--- config.mk ---
export PLATFORM = sky130hd
export DESIGN_NAME = mpba_ctrl
export DESIGN_NICKNAME = d
export VERILOG_FILES = /design/src/sv/mpba_pkg.sv /design/src/sv/mpba_ctrl.sv
export SDC_FILE = /design/constraint.sdc
export NUM_CORES = 1
export LEC_CHECK = 0
export ABC_AREA = 0
export BUFFER_PORTS_ARGS = -buffer_cell sky130_fd_sc_hd__buf_4
export CORE_AREA = 2 2 39 41
export CTS_CLUSTER_SIZE = 16
export DETAILED_ROUTE_END_ITERATION = 6
export DIE_AREA = 0 0 41 43
export PLACE_DENSITY = 0.56
export SYNTH_ARGS = -nofsm -noshare
export SYNTH_HDL_FRONTEND = slang
export SYNTH_SLANG_ARGS = --single-unit
--- constraint.sdc ---
create_clock -name clk -period 1.75 [get_ports clk]
set_clock_uncertainty 0.15 [all_clocks]
set_input_delay 0.35 -clock clk [delete_from_list [all_inputs] [get_ports clk]]
set_output_delay 0.35 -clock clk [all_outputs]
set_load 0.01 [all_outputs]
--- src/sv/mpba_pkg.sv ---
// Shared constants, request and status codes and control structs for the
// multi-pool block allocator. No dependencies.
`default_nettype none
package mpba_pkg;

	localparam int NUM_POOLS  = 4;
	localparam int POOL_BITS  = 2;
	localparam int BLOCK_BITS = 8;
	localparam int ADDR_BITS  = POOL_BITS + BLOCK_BITS;
	localparam int LINK_W     = 9;
	localparam int SIZE_W     = 16;
	localparam int CNT_W      = 9;
	localparam int STAT_W     = 17;
	localparam int WASTE_W    = 24;
	localparam int CTR_W      = 32;
	localparam int REQ_W      = 3;
	localparam int STS_W      = 3;
	localparam int CFG_IDX_W  = 3;

	localparam logic [LINK_W-1:0] LINK_END  = 9'd256;
	localparam logic [CNT_W-1:0]  MAX_COUNT = 9'd256;
	localparam logic [STAT_W-1:0] NO_REQ    = 17'h1FFFF;
	localparam logic [STAT_W-1:0] FAR_DIST  = 17'h10000;

	localparam logic [REQ_W-1:0] REQ_ALLOC   = 3'd0;
	localparam logic [REQ_W-1:0] REQ_FREE    = 3'd1;
	localparam logic [REQ_W-1:0] REQ_RESIZE  = 3'd2;
	localparam logic [REQ_W-1:0] REQ_TEST    = 3'd3;
	localparam logic [REQ_W-1:0] REQ_STATS   = 3'd4;
	localparam logic [REQ_W-1:0] REQ_REBUILD = 3'd5;

	localparam logic [STS_W-1:0] STS_OK    = 3'd0;
	localparam logic [STS_W-1:0] STS_ZERO  = 3'd1;
	localparam logic [STS_W-1:0] STS_NOFIT = 3'd2;
	localparam logic [STS_W-1:0] STS_FULL  = 3'd3;
	localparam logic [STS_W-1:0] STS_BAD   = 3'd4;
	localparam logic [STS_W-1:0] STS_BIG   = 3'd5;
	localparam logic [STS_W-1:0] STS_SAME  = 3'd6;

	// Index of the pool 0 block count register; lower indices are block sizes.
	localparam logic [CFG_IDX_W-1:0] CFG_COUNT_BASE = 3'd4;

	typedef struct packed {
		logic accept;
		logic fit;
		logic latch;
		logic mem_rd;
		logic sweep;
		logic exec;
	} mpba_cmd_t;

	typedef struct packed {
		logic is_rebuild;
		logic sweep_last;
	} mpba_sts_t;

endpackage
`default_nettype wire

--- src/sv/mpba_ctrl.sv ---
// Controller state machine of the multi-pool block allocator.
// Depends on mpba_pkg for the command and status structs.
`default_nettype none
module mpba_ctrl import mpba_pkg::*; (
	input  wire logic      clk,
	input  wire logic      arst_n,
	input  wire logic      in_valid,
	output logic           in_ready,
	output logic           out_valid,
	input  wire logic      out_ready,
	input  wire mpba_sts_t sts,
	output mpba_cmd_t      cmd
);

	localparam logic [2:0] ST_SWEEP = 3'd0;
	localparam logic [2:0] ST_IDLE  = 3'd1;
	localparam logic [2:0] ST_FIT   = 3'd2;
	localparam logic [2:0] ST_MEM   = 3'd3;
	localparam logic [2:0] ST_EXEC  = 3'd4;

	logic [2:0] state_q, state_d;
	logic       reb_q, out_valid_q;
	logic       res_free;

	assign res_free  = !out_valid_q || out_ready;
	assign in_ready  = (state_q == ST_IDLE);
	assign out_valid = out_valid_q;

	always_comb begin
		state_d = state_q;
		cmd     = '0;
		case (state_q)
			ST_SWEEP: begin
				cmd.sweep = 1'b1;
				if (sts.sweep_last) begin
					state_d = reb_q ? ST_EXEC : ST_IDLE;
				end
			end
			ST_IDLE: begin
				if (in_valid) begin
					cmd.accept = 1'b1;
					state_d    = ST_FIT;
				end
			end
			ST_FIT: begin
				cmd.fit = 1'b1;
				if (sts.is_rebuild) begin
					cmd.latch = 1'b1;
					state_d   = ST_SWEEP;
				end else begin
					state_d = ST_MEM;
				end
			end
			ST_MEM: begin
				cmd.mem_rd = 1'b1;
				state_d    = ST_EXEC;
			end
			ST_EXEC: begin
				if (res_free) begin
					cmd.exec = 1'b1;
					state_d  = ST_IDLE;
				end
			end
			default: begin
				state_d = ST_IDLE;
			end
		endcase
	end

	always_ff @(posedge clk or negedge arst_n) begin
		if (!arst_n) begin
			state_q     <= ST_SWEEP;
			reb_q       <= 1'b0;
			out_valid_q <= 1'b0;
		end else begin
			state_q <= state_d;
			if (cmd.latch) begin
				reb_q <= 1'b1;
			end else if (state_q == ST_SWEEP && sts.sweep_last) begin
				reb_q <= 1'b0;
			end
			if (cmd.exec) begin
				out_valid_q <= 1'b1;
			end else if (out_ready) begin
				out_valid_q <= 1'b0;
			end
		end
	end

endmodule
`default_nettype wire

# After elaboration in Yosys (flattened, before gate mapping)
# Cells that the tools add are included.
[op_classes]
n_eq_ne = 7
mux = 18
reduce_logical = 7
[op_table]
columns = ["cell", "count"]
rows = [
  ["$pmux W3 S5", 1],
  ["$mux W3", 4],
  ["$mux W1", 11],
  ["$eq A3 B2 Y1 const B", 2],
  ["$ne A2 B2 Y1 const B", 3],
  ["$mux W2", 2],
  ["$reduce_bool A2 Y1", 2],
  ["$eq A3 B1 Y1 const B", 1],
  ["$eq A3 B3 Y1 const B", 1],
  ["$logic_not A3 Y1", 1],
  ["$reduce_and A3 Y1", 1],
  ["$logic_and A1 B1 Y1", 1],
  ["$logic_not A1 Y1", 1],
  ["$logic_or A1 B1 Y1", 1],
]
[word_totals]
register_bits = 5
input_bits = 6
output_inout_bits = 8

# Depth between registers and ports, before layout
# Gate-level depths: netlist of run 1.
[depth]
depth_word = 5
depth_mapped = 4
depth_no_buf = 3

# Least setup slack after synthesis of run 1
# OpenSTA, ideal clock, no wires.
[synth_path]
path_type = "register -> output"
start = "register state_q[1]"
end = "output cmd[0] (netlist name)"
arrival_ns = 1.101
required_ns = 1.250
path_slack_ns = 0.149
path_stages_with_launch = 4
path_buffers = 1
path_cell_list = "dfrtp_1 -> buf_2 -> or3b_4 -> nor2b_1"
[synth_rtl]
columns = ["item", "line_no", "rtl"]
rows = [
  ["from (decl)", "mpba_ctrl.sv:21", "logic [2:0] state_q, state_d;"],
  ["from (signal assigned)", "mpba_ctrl.sv:76", "state_q <= state_d;"],
  ["to (decl)", "mpba_ctrl.sv:12", "output mpba_cmd_t cmd"],
]

==> impl_table.tex, run 1 <==
\begin{tabular}{lr}
\hline
Metric & Value \\
\hline
\multicolumn{2}{l}{\textbf{Detailed routing}} \\
\quad Remaining antenna violation count & 0 \\
\quad First-iteration detailed-routing DRC count & 7 \\
\quad Total vias in the final route & 336 \\
\quad Via density per instance & roughly 4.6 \\
\quad Number of optimization iterations in the first detailed-route pass & 4 \\
\quad Average routed wire per standard cell & 10.7 um \\
\quad Remaining DRCs & 0 \\
\quad Routed wire length & $\sim$780 um \\
\multicolumn{2}{l}{\textbf{Yosys}} \\
\quad Post-Synthesis Cell Area & roughly 320 um2 \\
\quad Number of flops mapped to enable cells by yosys & 0 \\
\quad Average instance area after synthesis & 9.22 um2 \\
\quad Share of async-settable or async-resettable flops after synthesis & 100\% \\
\quad Post-synth top area cell & sky130\_fd\_sc\_hd\_\_dfrtp\_1 \\
\quad Synthesized instance count & 35 \\
\quad Netlist cell types & 21 \\
\quad Library cell with the highest instance count after synthesis & sky130\_fd\_sc\_hd\_\_dfrtp\_1 \\
\quad Fraction of synthesized cell area taken by the top area cell type & 38.8\% \\
\quad Number of flip-flops and latches in the synthesized netlist & 5 \\
\quad Syn Nets & 41 \\
\quad Sequential fraction of the synthesis area & 38.8\% \\
\quad Flip-flop cell with the highest count after synthesis & sky130\_fd\_sc\_hd\_\_dfrtp\_1 \\
\quad Most area-consuming cells after synthesis & sky130\_fd\_sc\_hd\_\_dfrtp\_1 39\%, sky130\_fd\_sc\_hd\_\_nor4bb\_1 6.2\%, sky130\_fd\_sc\_hd\_\_a211oi\_1 4.7\%, sky130\_fd\_sc\_hd\_\_nor2\_1 4.7\%, sky130\_fd\_sc\_hd\_\_nor3b\_1 4.7\% \\
\quad Number of warnings issued by yosys & 0 \\
\quad Post-synth top cells & 5 x sky130\_fd\_sc\_hd\_\_dfrtp\_1, 4 x sky130\_fd\_sc\_hd\_\_nor2\_1 \\
\multicolumn{2}{l}{\textbf{Critical path}} \\
\quad Maximum fanout encountered on the critical timing path & 2 \\
\quad R2R cell count & 4 \\
\quad Launching element type of the critical path & register \\
\quad WS Path Type & register to output port \\
\quad Required time of the worst setup path & about 1.3 ns \\
\quad Data arrival time at the worst-slack endpoint & 1.24 ns \\
\quad Worst setup EP type & output port \\
\multicolumn{2}{l}{\textbf{Place}} \\
\quad Placed cell area & 453 um2 \\
\quad Placer congestion estimate & 0.686 \\
\quad Worst setup slack before clock tree synthesis & 0.238 ns \\
\quad Total half-perimeter wirelength after legalization and detailed placement & 518 um \\
\quad Buffers on Ports & 13 \\
\multicolumn{2}{l}{\textbf{STA}} \\
\quad Max-slew violation count & 0 \\
\quad Setup ws final & 0.00622 ns \\
\quad Final number of hold-violating endpoints & 0 \\
\quad Endpoints failing setup & 0 \\
\quad Rel. slew slack & slightly above 80\% \\
\quad Transition at the pin with the smallest max-transition slack & 0.252 ns \\
\quad Unrepaired setup endpoints after global routing & yes \\
\quad Period Utilization, post-route & 99.6\% \\
\quad Post-layout min period & approximately 1.7 ns \\
\quad Achievable clock frequency & 573 MHz \\
\multicolumn{2}{l}{\textbf{Floorplan}} \\
\quad Row cnt & 14 \\
\quad Vert. Die Dim & 43 um \\
\quad Initial Util & 23.3\% \\
\quad Die Span X & 41 um \\
\quad Floorplan die area & 1760 um2 \\
\quad Number of top-level pins & 14 \\
\quad Core box area & 1380 um2 \\
\multicolumn{2}{l}{\textbf{Status}} \\
\quad Run status & finished, final reports clean \\
\multicolumn{2}{l}{\textbf{Final layout}} \\
\quad Share of layout cells above drive strength 1 & between 50\% and 60\% \\
\quad Synth-to-Final Area Change & 65.1\% \\
\quad Fillcell total & about 150 \\
\quad Final net count & 64 \\
\quad Antenna Diode Count & 0 \\
\quad Finished layout cell area & 533 um2 \\
\multicolumn{2}{l}{\textbf{CTS}} \\
\quad Worst-path clk slew & roughly 0.05 ns \\
\quad Maximum root-to-sink buffer count & 2 \\
\quad Num CTS Buffers & 3 \\
\quad Root buffer cell & sky130\_fd\_sc\_hd\_\_clkbuf\_4 \\
\quad CTS H-Tree Depth & 1 \\
\quad Clock Sinks & 5 \\
\quad TritonCTS clock tree & built \\
\quad Later-pin clock latency in the skew report & $\sim$0.25 ns \\
\multicolumn{2}{l}{\textbf{GRT}} \\
\quad First-pass GRT wire length & around 1200 um \\
\quad Vias in the first global route & 279 \\
\quad Maximum number of pins on one net before global-route repair & 12 \\
\quad Overall fraction of global-route tracks in use & 10.1\% \\
\quad Antenna violations before repair & 0 \\
\quad Total gr overflow & 0 \\
\multicolumn{2}{l}{\textbf{Power and ir drop}} \\
\quad Leak & 0.000246 uW \\
\quad Pwr Density & 1570 nW/um2 \\
\quad Maximum resistive drop on vdd & 0.681 mV \\
\multicolumn{2}{l}{\textbf{Flow run}} \\
\quad Max Cap Viol & 0 \\
\multicolumn{2}{l}{\textbf{Min path}} \\
\quad Class of the tightest hold or removal check & primary input to register \\
\quad Instance count along the most critical hold path & 3 \\
\hline
\end{tabular}
## metrics by stage
stage | power, uW | std cells | hold WS, ns | util, % | setup TNS [ns]
5_1_grt | 905 | 73 | 0.254 | 38.5 | -0.198
6_report | 837 | 73 | 0.238 | 38.5 | 0
3_3_place_gp | 643 | 65 | 0.00394 | 32.7 | 0
4_1_cts | 795 | 71 | 0.226 | 35.9 | -0.00642
3_5_place_dp | 643 | 65 | 0.00259 | 32.7 | 0
2_1_floorplan | 459 | 35 | -0.0956 | - | 0
## final timing paths
| path | slack, ns | startpoint | end |
|---|---|---|---|
| worst max-delay path | 0.006 | state_q[1] | cmd[0] |
| worst max register to register | 0.36 | state_q[1] | state_q[0] |
| min in group asynchronous | 0.30 | arst_n | reb_q |
| worst min register to register | 0.33 | state_q[2] | state_q[2] |
| max in group asynchronous | 1.04 | arst_n | state_q[0] |
| worst min-delay path | 0.24 | in_valid | state_q[1] |
## cell usage in the layout (no fill, tap or decap), types with 2 or more instances in the layout
cell                       instances
sky130_fd_sc_hd__buf_4            19
sky130_fd_sc_hd__dfrtp_1           5
sky130_fd_sc_hd__nor2_1            3
sky130_fd_sc_hd__clkbuf_4          3
sky130_fd_sc_hd__nor3_1            2
sky130_fd_sc_hd__nor3b_2           2
sky130_fd_sc_hd__nand2_1           2
sky130_fd_sc_hd__a21oi_1           2
sky130_fd_sc_hd__a211oi_1          2
## what timing repair did
item | 4_1_cts | 5_1_grt
buffers inserted | 1 | 2
hold buffers | 1 | 0
setup endpoints to repair | 1 | 5
hold endpoints to repair | 5 | 0
pin swaps | 1 | 1
gates resized for setup | 0 | 5
## state kept, by name (all words and copies together), names as in the netlist
name / cells
reb_q: 1
state_q: 3
out_valid: 1
## per-layer routing
metal  GRT usage (%)  up-vias  part of all wire [%]
li1                -      173                     -
met1            14.5      152                    49
met2            10.6       11                    44
met3            6.81        0                   6.8
met4            6.00        0                     0
met5               0        -                     0
## logic make-up after synthesis
| family | count (synthesis) | share of synthesized area (%) |
|---|---|---|
| simple gates | 17 | 34.1 |
| compound gates | 9 | 20.5 |
| flops | 5 | 38.8 |
| buf+inv | 4 | 6.59 |
## critical path, cell delays in order (launching register included)
cell and delay [ns]:
sky130_fd_sc_hd__dfrtp_1 0.39, sky130_fd_sc_hd__or3b_4 0.38, sky130_fd_sc_hd__nor2b_1 0.11, sky130_fd_sc_hd__buf_4 0.12
## final cells by class
| class | instances | area, um2 | share of cell area, % |
|---|---|---|---|
| Clock buffer | 4 | 26.3 | 4.93 |
| Tap cell | 16 | 20.0 | 3.76 |
| Sequential cell | 5 | 125 | 23.5 |
| Inverter | 1 | 7.51 | 1.41 |
| Timing Repair Buffer | 21 | 164 | 30.8 |
| Multi-Input combinational cell | 26 | 190 | 35.7 |
## where the power goes
group / internal [uW] / switching (uW)
Combinational: 273 / 231
Sequential: 164 / 34.0
Clock: 86.3 / 49.5
Total: 523 / 315
Power figures use the tool's default switching activity.
==> run 2: changes to the inputs <==
--- a/config.mk
+++ b/config.mk
@@ -11,7 +11,6 @@
 export CTS_CLUSTER_SIZE = 16
 export DETAILED_ROUTE_END_ITERATION = 6
 export DIE_AREA = 0 0 41 43
-export PLACE_DENSITY = 0.56
 export SYNTH_ARGS = -nofsm -noshare
 export SYNTH_HDL_FRONTEND = slang
 export SYNTH_SLANG_ARGS = --single-unit
==> run 2 against run 1 <==
Effect of this change: the run now ends with negative setup slack left; clock-buffer cell count is the same; critical path depth is the same; sequential power is essentially flat; setup slack lost 0.013 ns; maximum frequency shrank 0.72%; critical path type unchanged; cell count is the same; clock power is essentially flat; register-to-register slack is essentially flat; highest routed layer unchanged; global-route usage grew 0.96 points; non-clock buffer count is the same.
==> impl_table.tex, run 2 (same netlist as run 1, synthesis figures left out) <==
\begin{tabular}{lr}
\hline
Metric & Value \\
\hline
\multicolumn{2}{l}{\textbf{Status}} \\
\quad Run status & complete, but fails checks \\
\quad Failing checks & negative setup slack \\
\multicolumn{2}{l}{\textbf{Final layout}} \\
\quad Top library cells by usage in the layout, fill and taps aside & 20 x sky130\_fd\_sc\_hd\_\_buf\_4, 5 x sky130\_fd\_sc\_hd\_\_dfrtp\_1, 3 x sky130\_fd\_sc\_hd\_\_nor2\_1, 3 x sky130\_fd\_sc\_hd\_\_clkbuf\_4 \\
\quad Most common cell after layout, fill and taps aside & sky130\_fd\_sc\_hd\_\_buf\_4 \\
\quad Antenna Diode Count & 0 \\
\quad Final cell utilization of the core & 38.9\% \\
\quad Final standard cell count with taps included and fillers excluded & 73 \\
\quad Final net count & 64 \\
\quad Share of layout cells above drive strength 1 & a little over half \\
\quad Synth-to-Final Area Change & 66.7\% \\
\quad Largest Register & state\_q \\
\quad Flip-flop count of the largest register, all copies and words added & 3 \\
\multicolumn{2}{l}{\textbf{Critical path}} \\
\quad Worst setup EP type & output port \\
\quad Worst path buffer plus inverter count & 1 \\
\quad List of cells traversed by the critical path & or3b\_4 > nor2b\_1 > buf\_4 \\
\quad WS Path Type & register to output port \\
\quad Launching element type of the critical path & register \\
\quad Worst-case register-to-register setup slack & 0.35 ns \\
\quad R2R cell count & 5 \\
\quad Maximum fanout encountered on the critical timing path & 2 \\
\quad Critical path startpoint & state\_q[1] \\
\quad Stages on worst setup path & 3 \\
\quad Worst reg2reg path endpoint & state\_q[0] \\
\quad Data arrival time at the worst-slack endpoint & around 1.3 ns \\
\quad Required time of the worst setup path & between 1 and 1.5 ns \\
\quad Critical Path Slowest Stage Cell & sky130\_fd\_sc\_hd\_\_or3b\_4 \\
\quad Top Family by Delay on Critical Path & simple AND/OR/NAND/NOR gates \\
\quad Worst r2r src & state\_q[1] \\
\quad Largest stage delay on the critical path & about 0.40 ns \\
\multicolumn{2}{l}{\textbf{Floorplan}} \\
\quad Die Span X & slightly above 40 um \\
\quad Core box area & 1380 um2 \\
\quad Vert. Die Dim & between 40 and 50 um \\
\quad Initial Util & 23.3\% \\
\quad Row cnt & 14 \\
\quad Number of top-level pins & 14 \\
\quad Floorplan die area & approximately 1800 um2 \\
\multicolumn{2}{l}{\textbf{Flow run}} \\
\quad Max Cap Viol & 0 \\
\multicolumn{2}{l}{\textbf{Place}} \\
\quad Total half-perimeter wirelength after legalization and detailed placement & 601 um \\
\quad Dpl cells & 65 \\
\quad Buffers on Ports & 13 \\
\quad Placer congestion estimate & 0.712 \\
\quad Worst setup slack before clock tree synthesis & $\sim$0.22 ns \\
\multicolumn{2}{l}{\textbf{STA}} \\
\quad Unrepaired setup endpoints after global routing & yes \\
\quad Achievable clock frequency & roughly 570 MHz \\
\quad Rel. slew slack & between 80\% and 90\% \\
\quad Transition at the pin with the smallest max-transition slack & 0.237 ns \\
\quad Final number of hold-violating endpoints & 0 \\
\quad Setup ws final & -0.00647 ns \\
\quad Period Utilization, post-route & 100\% \\
\quad Endpoints failing setup & 1 \\
\quad Max-slew violation count & 0 \\
\quad Post-layout min period & about 1.8 ns \\
\multicolumn{2}{l}{\textbf{GRT}} \\
\quad Vias in the first global route & 327 \\
\quad First-pass GRT wire length & 1320 um \\
\quad Maximum number of pins on one net before global-route repair & 12 \\
\quad Total gr overflow & 0 \\
\quad Overall fraction of global-route tracks in use & roughly 11\% \\
\quad Antenna violations before repair & 0 \\
\multicolumn{2}{l}{\textbf{Power and ir drop}} \\
\quad Pwr Density & 1570 nW/um2 \\
\quad Internal portion of total power & 526 uW \\
\quad Reported net switching power & 320 uW \\
\quad Part of the total power dissipated in the clock network & approximately 16\% \\
\quad Sequential fraction of design power & a little under a quarter \\
\quad Share of power burned in combinational logic & 60.5\% \\
\quad Pwr Total & around 850 uW \\
\quad Maximum resistive drop on vdd & $\sim$0.46 mV \\
\quad Leak & 0.000249 uW \\
\quad Switching part of the total power & 37.8\% \\
\multicolumn{2}{l}{\textbf{CTS}} \\
\quad Worst-path clk slew & 0.04 ns \\
\quad Num CTS Buffers & 3 \\
\quad Maximum root-to-sink buffer count & 2 \\
\quad Root buffer cell & sky130\_fd\_sc\_hd\_\_clkbuf\_4 \\
\quad TritonCTS clock tree & built \\
\quad Clock Sinks & 5 \\
\quad Later-pin clock latency in the skew report & approximately 0.24 ns \\
\quad CTS H-Tree Depth & 1 \\
\multicolumn{2}{l}{\textbf{Detailed routing}} \\
\quad Remaining antenna violation count & 0 \\
\quad Average routed wire per standard cell & between 10 and 15 um \\
\quad Total vias in the final route & $\sim$350 \\
\quad Number of optimization iterations in the first detailed-route pass & 2 \\
\quad Via density per instance & 4.74 \\
\quad Remaining DRCs & 0 \\
\quad First-iteration detailed-routing DRC count & 7 \\
\quad Routed wire length & $\sim$850 um \\
\multicolumn{2}{l}{\textbf{Min path}} \\
\quad Class of the tightest hold or removal check & primary input to register \\
\quad Min-Delay Endpoint & state\_q[1] \\
\quad Instance count along the most critical hold path & 3 \\
\quad Min-delay src & in\_valid \\
\hline
\end{tabular}
==> run 2: cell types whose count changed in the layout (fill, tap and decap cells not counted) <==
cell,previous run,this run
sky130_fd_sc_hd__buf_4,19,20
sky130_fd_sc_hd__nor4bb_4,0,1
sky130_fd_sc_hd__buf_6,1,0
sky130_fd_sc_hd__nor4bb_2,1,0
==> run 2: what timing repair did <==
item,4_1_cts,5_1_grt
pin swaps,2,1
endpoints found under the hold margin,5,0
setup endpoints to repair,2,5
hold buffers,1,0
buffers inserted,1,2
resized for setup,1,4
==> run 2: worst max path at each step <==
stage / endpoint / slack (ns)
5_1_grt: cmd[0] / -0.08
2_1_floorplan: cmd[0] / 0.15
4_1_cts: cmd[0] / -0.02
3_5_place_dp: cmd[0] / 0.22
3_3_place_gp: cmd[0] / 0.24
6_report: cmd[0] / -0.006
==> run 2: worst register-to-register path: stages (launching register included) <==
cell and delay, ns:
sky130_fd_sc_hd__dfrtp_1 0.35, sky130_fd_sc_hd__buf_4 0.18, sky130_fd_sc_hd__clkinvlp_4 0.13, sky130_fd_sc_hd__buf_4 0.16
sky130_fd_sc_hd__a2bb2oi_1 0.13, sky130_fd_sc_hd__a211oi_1 0.22
==> run 2: cell type report <==
class,instances,area [um2]
Clock buffer,4,26.3
Fill cell,150,846
Inverter,1,7.51
Multi-Input combinational cell,26,199
Sequential cell,5,125
Tap cell,16,20.0
Timing Repair Buffer,21,160
==> run 2: power by group through the flow <==
| stage | Combinational, uW | Sequential, uW | Clock, uW |
|---|---|---|---|
| floorplan | 266 | 193 | 0 |
| global placement | 441 | 199 | 0 |
| detailed placement | 449 | 200 | 0 |
| CTS | 463 | 200 | 137 |
| global route | 558 | 206 | 153 |
| finish | 512 | 201 | 133 |
==> run 2: metrics by stage <==
step / area [um2] / TNS (ns) / hold WS (ns)
4_1_cts: 503 / -0.0217 / 0.243
2_1_floorplan: 323 / 0 / -0.0956
3_5_place_dp: 453 / 0 / 0.00369
5_1_grt: 538 / -0.243 / 0.247
6_report: 538 / -0.00647 / 0.252
3_3_place_gp: 453 / 0 / 0.00313
==> run 2: routing by layer <==
| metal | global-route usage, % | up-vias | wire length [um] |
|---|---|---|---|
| li1 | - | 172 | - |
| met4 | 6.00 | 0 | 0 |
| met3 | 4.71 | 0 | 47 |
| met2 | 17.2 | 8 | 414 |
| met5 | 0 | - | 0 |
| met1 | 12.0 | 166 | 385 |
==> run 3: changes to the inputs <==
--- a/config.mk
+++ b/config.mk
@@ -5,12 +5,14 @@
 export SDC_FILE = /design/constraint.sdc
 export NUM_CORES = 1
 export LEC_CHECK = 0
-export ABC_AREA = 0
+export ABC_AREA = 1
 export BUFFER_PORTS_ARGS = -buffer_cell sky130_fd_sc_hd__buf_4
 export CORE_AREA = 2 2 39 41
 export CTS_CLUSTER_SIZE = 16
 export DETAILED_ROUTE_END_ITERATION = 6
 export DIE_AREA = 0 0 41 43
+export PLACE_DENSITY = 0.43
+export SETUP_SLACK_MARGIN = 0.1
 export SYNTH_ARGS = -nofsm -noshare
 export SYNTH_HDL_FRONTEND = slang
 export SYNTH_SLANG_ARGS = --single-unit
==> run 3 against run 2 <==
Effect of this change: the flow now finishes without violations; critical path depth grew 1; cell count grew 21%; first-iteration DRC count shrank 71%; sequential cell count is the same; combinational power grew 18%; maximum frequency grew 7.3%.
==> impl_table.tex, run 3 <==
\begin{tabular}{lr}
\hline
Metric & Value \\
\hline
\multicolumn{2}{l}{\textbf{Critical path}} \\
\quad WS Path Type & register to output port \\
\quad Maximum fanout encountered on the critical timing path & 6 \\
\quad Critical path startpoint & state\_q[1] \\
\quad Worst setup EP type & output port \\
\quad Required time of the worst setup path & approximately 1.3 ns \\
\quad Launching element type of the critical path & register \\
\quad Data arrival time at the worst-slack endpoint & 1.14 ns \\
\quad Worst r2r src & state\_q[2] \\
\multicolumn{2}{l}{\textbf{Final layout}} \\
\quad Final cell utilization of the core & 39.2\% \\
\quad Flip-flop count of the largest register, all copies and words added & 3 \\
\quad Share of layout cells above drive strength 1 & between 50 and 60\% \\
\quad Final net count & 79 \\
\quad Most common cell after layout, fill and taps aside & sky130\_fd\_sc\_hd\_\_buf\_4 \\
\quad Largest Register & state\_q \\
\quad Antenna Diode Count & 0 \\
\quad Synth-to-Final Area Change & 68.5\% \\
\quad Final standard cell count with taps included and fillers excluded & 88 \\
\quad Top library cells by usage in the layout, fill and taps aside & 18 x sky130\_fd\_sc\_hd\_\_buf\_4, 8 x sky130\_fd\_sc\_hd\_\_inv\_1, 7 x sky130\_fd\_sc\_hd\_\_nand2\_1, 6 x sky130\_fd\_sc\_hd\_\_nor2\_1 \\
\multicolumn{2}{l}{\textbf{STA}} \\
\quad Post-layout min period & 1.64 ns \\
\quad Period Utilization, post-route & 93.5\% \\
\quad Transition at the pin with the smallest max-transition slack & 0.162 ns \\
\quad Rel. slew slack & between 80\% and 90\% \\
\quad Endpoints failing setup & 0 \\
\quad Achievable clock frequency & 611 MHz \\
\quad Unrepaired setup endpoints after global routing & yes \\
\quad Final setup TNS & 0 ns \\
\quad Hold WS & between 0.15 and 0.2 ns \\
\quad Final number of hold-violating endpoints & 0 \\
\quad Max-slew violation count & 0 \\
\multicolumn{2}{l}{\textbf{CTS}} \\
\quad Num CTS Buffers & 3 \\
\quad Root buffer cell & sky130\_fd\_sc\_hd\_\_clkbuf\_4 \\
\quad Clock Sinks & 5 \\
\quad Worst-path clk slew & 0.04 ns \\
\quad TritonCTS clock tree & built \\
\quad Later-pin clock latency in the skew report & roughly 0.24 ns \\
\quad CTS H-Tree Depth & 1 \\
\quad Maximum root-to-sink buffer count & 2 \\
\multicolumn{2}{l}{\textbf{Detailed routing}} \\
\quad Number of optimization iterations in the first detailed-route pass & 3 \\
\quad Via density per instance & 4.11 \\
\quad Average routed wire per standard cell & around 9 um \\
\quad Total vias in the final route & 362 \\
\quad First-iteration detailed-routing DRC count & 2 \\
\quad Remaining DRCs & 0 \\
\quad Remaining antenna violation count & 0 \\
\quad Routed wire length & 769 um \\
\multicolumn{2}{l}{\textbf{Floorplan}} \\
\quad Die Span X & 41 um \\
\quad Number of top-level pins & 14 \\
\quad Floorplan die area & around 1800 um2 \\
\quad Core box area & 1380 um2 \\
\quad Row cnt & 14 \\
\quad Initial Util & around 23\% \\
\quad Vert. Die Dim & 43 um \\
\multicolumn{2}{l}{\textbf{Yosys}} \\
\quad Most area-consuming cells after synthesis & sky130\_fd\_sc\_hd\_\_dfrtp\_1 39\%, sky130\_fd\_sc\_hd\_\_inv\_1 13\%, sky130\_fd\_sc\_hd\_\_nand2\_1 12\%, sky130\_fd\_sc\_hd\_\_nand3\_1 9.3\%, sky130\_fd\_sc\_hd\_\_nor2\_1 8.2\% \\
\quad Synthesized instance count & between 40 and 50 \\
\quad Post-synth top area cell & sky130\_fd\_sc\_hd\_\_dfrtp\_1 \\
\quad Number of flops mapped to enable cells by yosys & 0 \\
\quad Number of warnings issued by yosys & 0 \\
\quad Post-synth top cells & 11 x sky130\_fd\_sc\_hd\_\_inv\_1, 10 x sky130\_fd\_sc\_hd\_\_nand2\_1, 7 x sky130\_fd\_sc\_hd\_\_nor2\_1, 6 x sky130\_fd\_sc\_hd\_\_nand3\_1, 5 x sky130\_fd\_sc\_hd\_\_dfrtp\_1 \\
\quad Library cell with the highest instance count after synthesis & sky130\_fd\_sc\_hd\_\_inv\_1 \\
\quad Fraction of synthesized cell area taken by the top area cell type & 38.9\% \\
\quad Post-Synthesis Cell Area & 322 um2 \\
\quad Sequential fraction of the synthesis area & 38.9\% \\
\quad Average instance area after synthesis & 6.70 um2 \\
\quad Number of flip-flops and latches in the synthesized netlist & 5 \\
\quad Syn Nets & 54 \\
\quad Netlist cell types & 12 \\
\quad Share of async-settable or async-resettable flops after synthesis & between 90\% and 100\% \\
\quad Flip-flop cell with the highest count after synthesis & sky130\_fd\_sc\_hd\_\_dfrtp\_1 \\
\multicolumn{2}{l}{\textbf{Place}} \\
\quad Placer congestion estimate & 0.774 \\
\quad Buffers on Ports & 13 \\
\quad Total half-perimeter wirelength after legalization and detailed placement & roughly 560 um \\
\quad Dpl cells & 77 \\
\multicolumn{2}{l}{\textbf{Power and ir drop}} \\
\quad Maximum resistive drop on vdd & between 0.9 and 1 mV \\
\quad Leak & 0.000326 uW \\
\quad Pwr Density & around 1800 nW/um2 \\
\multicolumn{2}{l}{\textbf{GRT}} \\
\quad Vias in the first global route & 308 \\
\quad Antenna violations before repair & 0 \\
\quad Maximum number of pins on one net before global-route repair & 7 \\
\quad Overall fraction of global-route tracks in use & between 10\% and 20\% \\
\quad Total gr overflow & 0 \\
\quad First-pass GRT wire length & 1100 um \\
\multicolumn{2}{l}{\textbf{Status}} \\
\quad Run status & finished, final reports clean \\
\multicolumn{2}{l}{\textbf{Min path}} \\
\quad Min-delay src & out\_ready \\
\quad Class of the tightest hold or removal check & primary input to register \\
\multicolumn{2}{l}{\textbf{Flow run}} \\
\quad Max Cap Viol & 0 \\
\hline
\end{tabular}
-- run 3: worst max-delay path: stages (launching register included) --
cell and delay [ns]:
sky130_fd_sc_hd__dfrtp_2 0.44, sky130_fd_sc_hd__nor2_4 0.18, sky130_fd_sc_hd__nand2_2 0.07, sky130_fd_sc_hd__nor2_1 0.09, sky130_fd_sc_hd__buf_4 0.12
-- run 3: per-layer routing --
| layer | GRT usage (%) | vias up | wire length (um) |
|---|---|---|---|
| li1 | - | 193 | - |
| met1 | 10.5 | 158 | 326 |
| met2 | 14.1 | 11 | 365 |
| met3 | 9.42 | 0 | 77 |
| met4 | 4.00 | 0 | 0 |
| met5 | 0 | - | 0 |
-- run 3: cell families (layout without fill, tap and decap cells) --
group	Yosys count	in the layout	share of synthesized area (%)
AOI/OAI and AO/OA	4	4	8.17
DFF	5	5	38.9
buffers and inverters	13	37	15.2
and+or+nand+nor	26	26	37.7
-- run 3: final cells by class --
class / count / area, um2
fill: 147 / 842
inverter: 13 / 48.8
sequential: 5 / 128
clock buffer: 4 / 26.3
multi-input combinational: 30 / 163
timing repair buffer: 20 / 156
tap: 16 / 20.0
-- run 3: per-stage QoR --
stage               setup slack, ns  total power [uW]  instance area, um2
floorplan                     0.384               530                 322
global placement              0.305               712                 439
detailed placement            0.303               709                 439
CTS                          0.0886               915                 507
global route                 0.0398              1080                 542
finish                        0.114               975                 542
-- run 3: path summary, 6_finish.rpt --
check                                  end  slack (ns)  cells after the start
worst min register to register       reb_q        0.38                      2
worst max register to register  state_q[0]        0.47                      6
worst min-delay path             out_valid        0.16                      2
worst max-delay path                cmd[0]        0.11                      4
min in group asynchronous            reb_q        0.29                      2
max in group asynchronous       state_q[0]        1.03                      2
-- run 3: what timing repair did --
| action | CTS | global route |
|---|---|---|
| setup buffers | 4 | 2 |
| resized for setup | 1 | 10 |
| cloned | 0 | 0 |
| pin swaps | 1 | 2 |
| endpoints found under the hold margin | 5 | 0 |
| endpoints found under the setup margin | 2 | 6 |
| hold buffers | 1 | 0 |
-- run 3: power by group --
group	internal (uW)	switching [uW]	total, uW
logic	300	302	602
clock network	86.1	45.5	132
registers	175	66.7	242
total	561	414	975
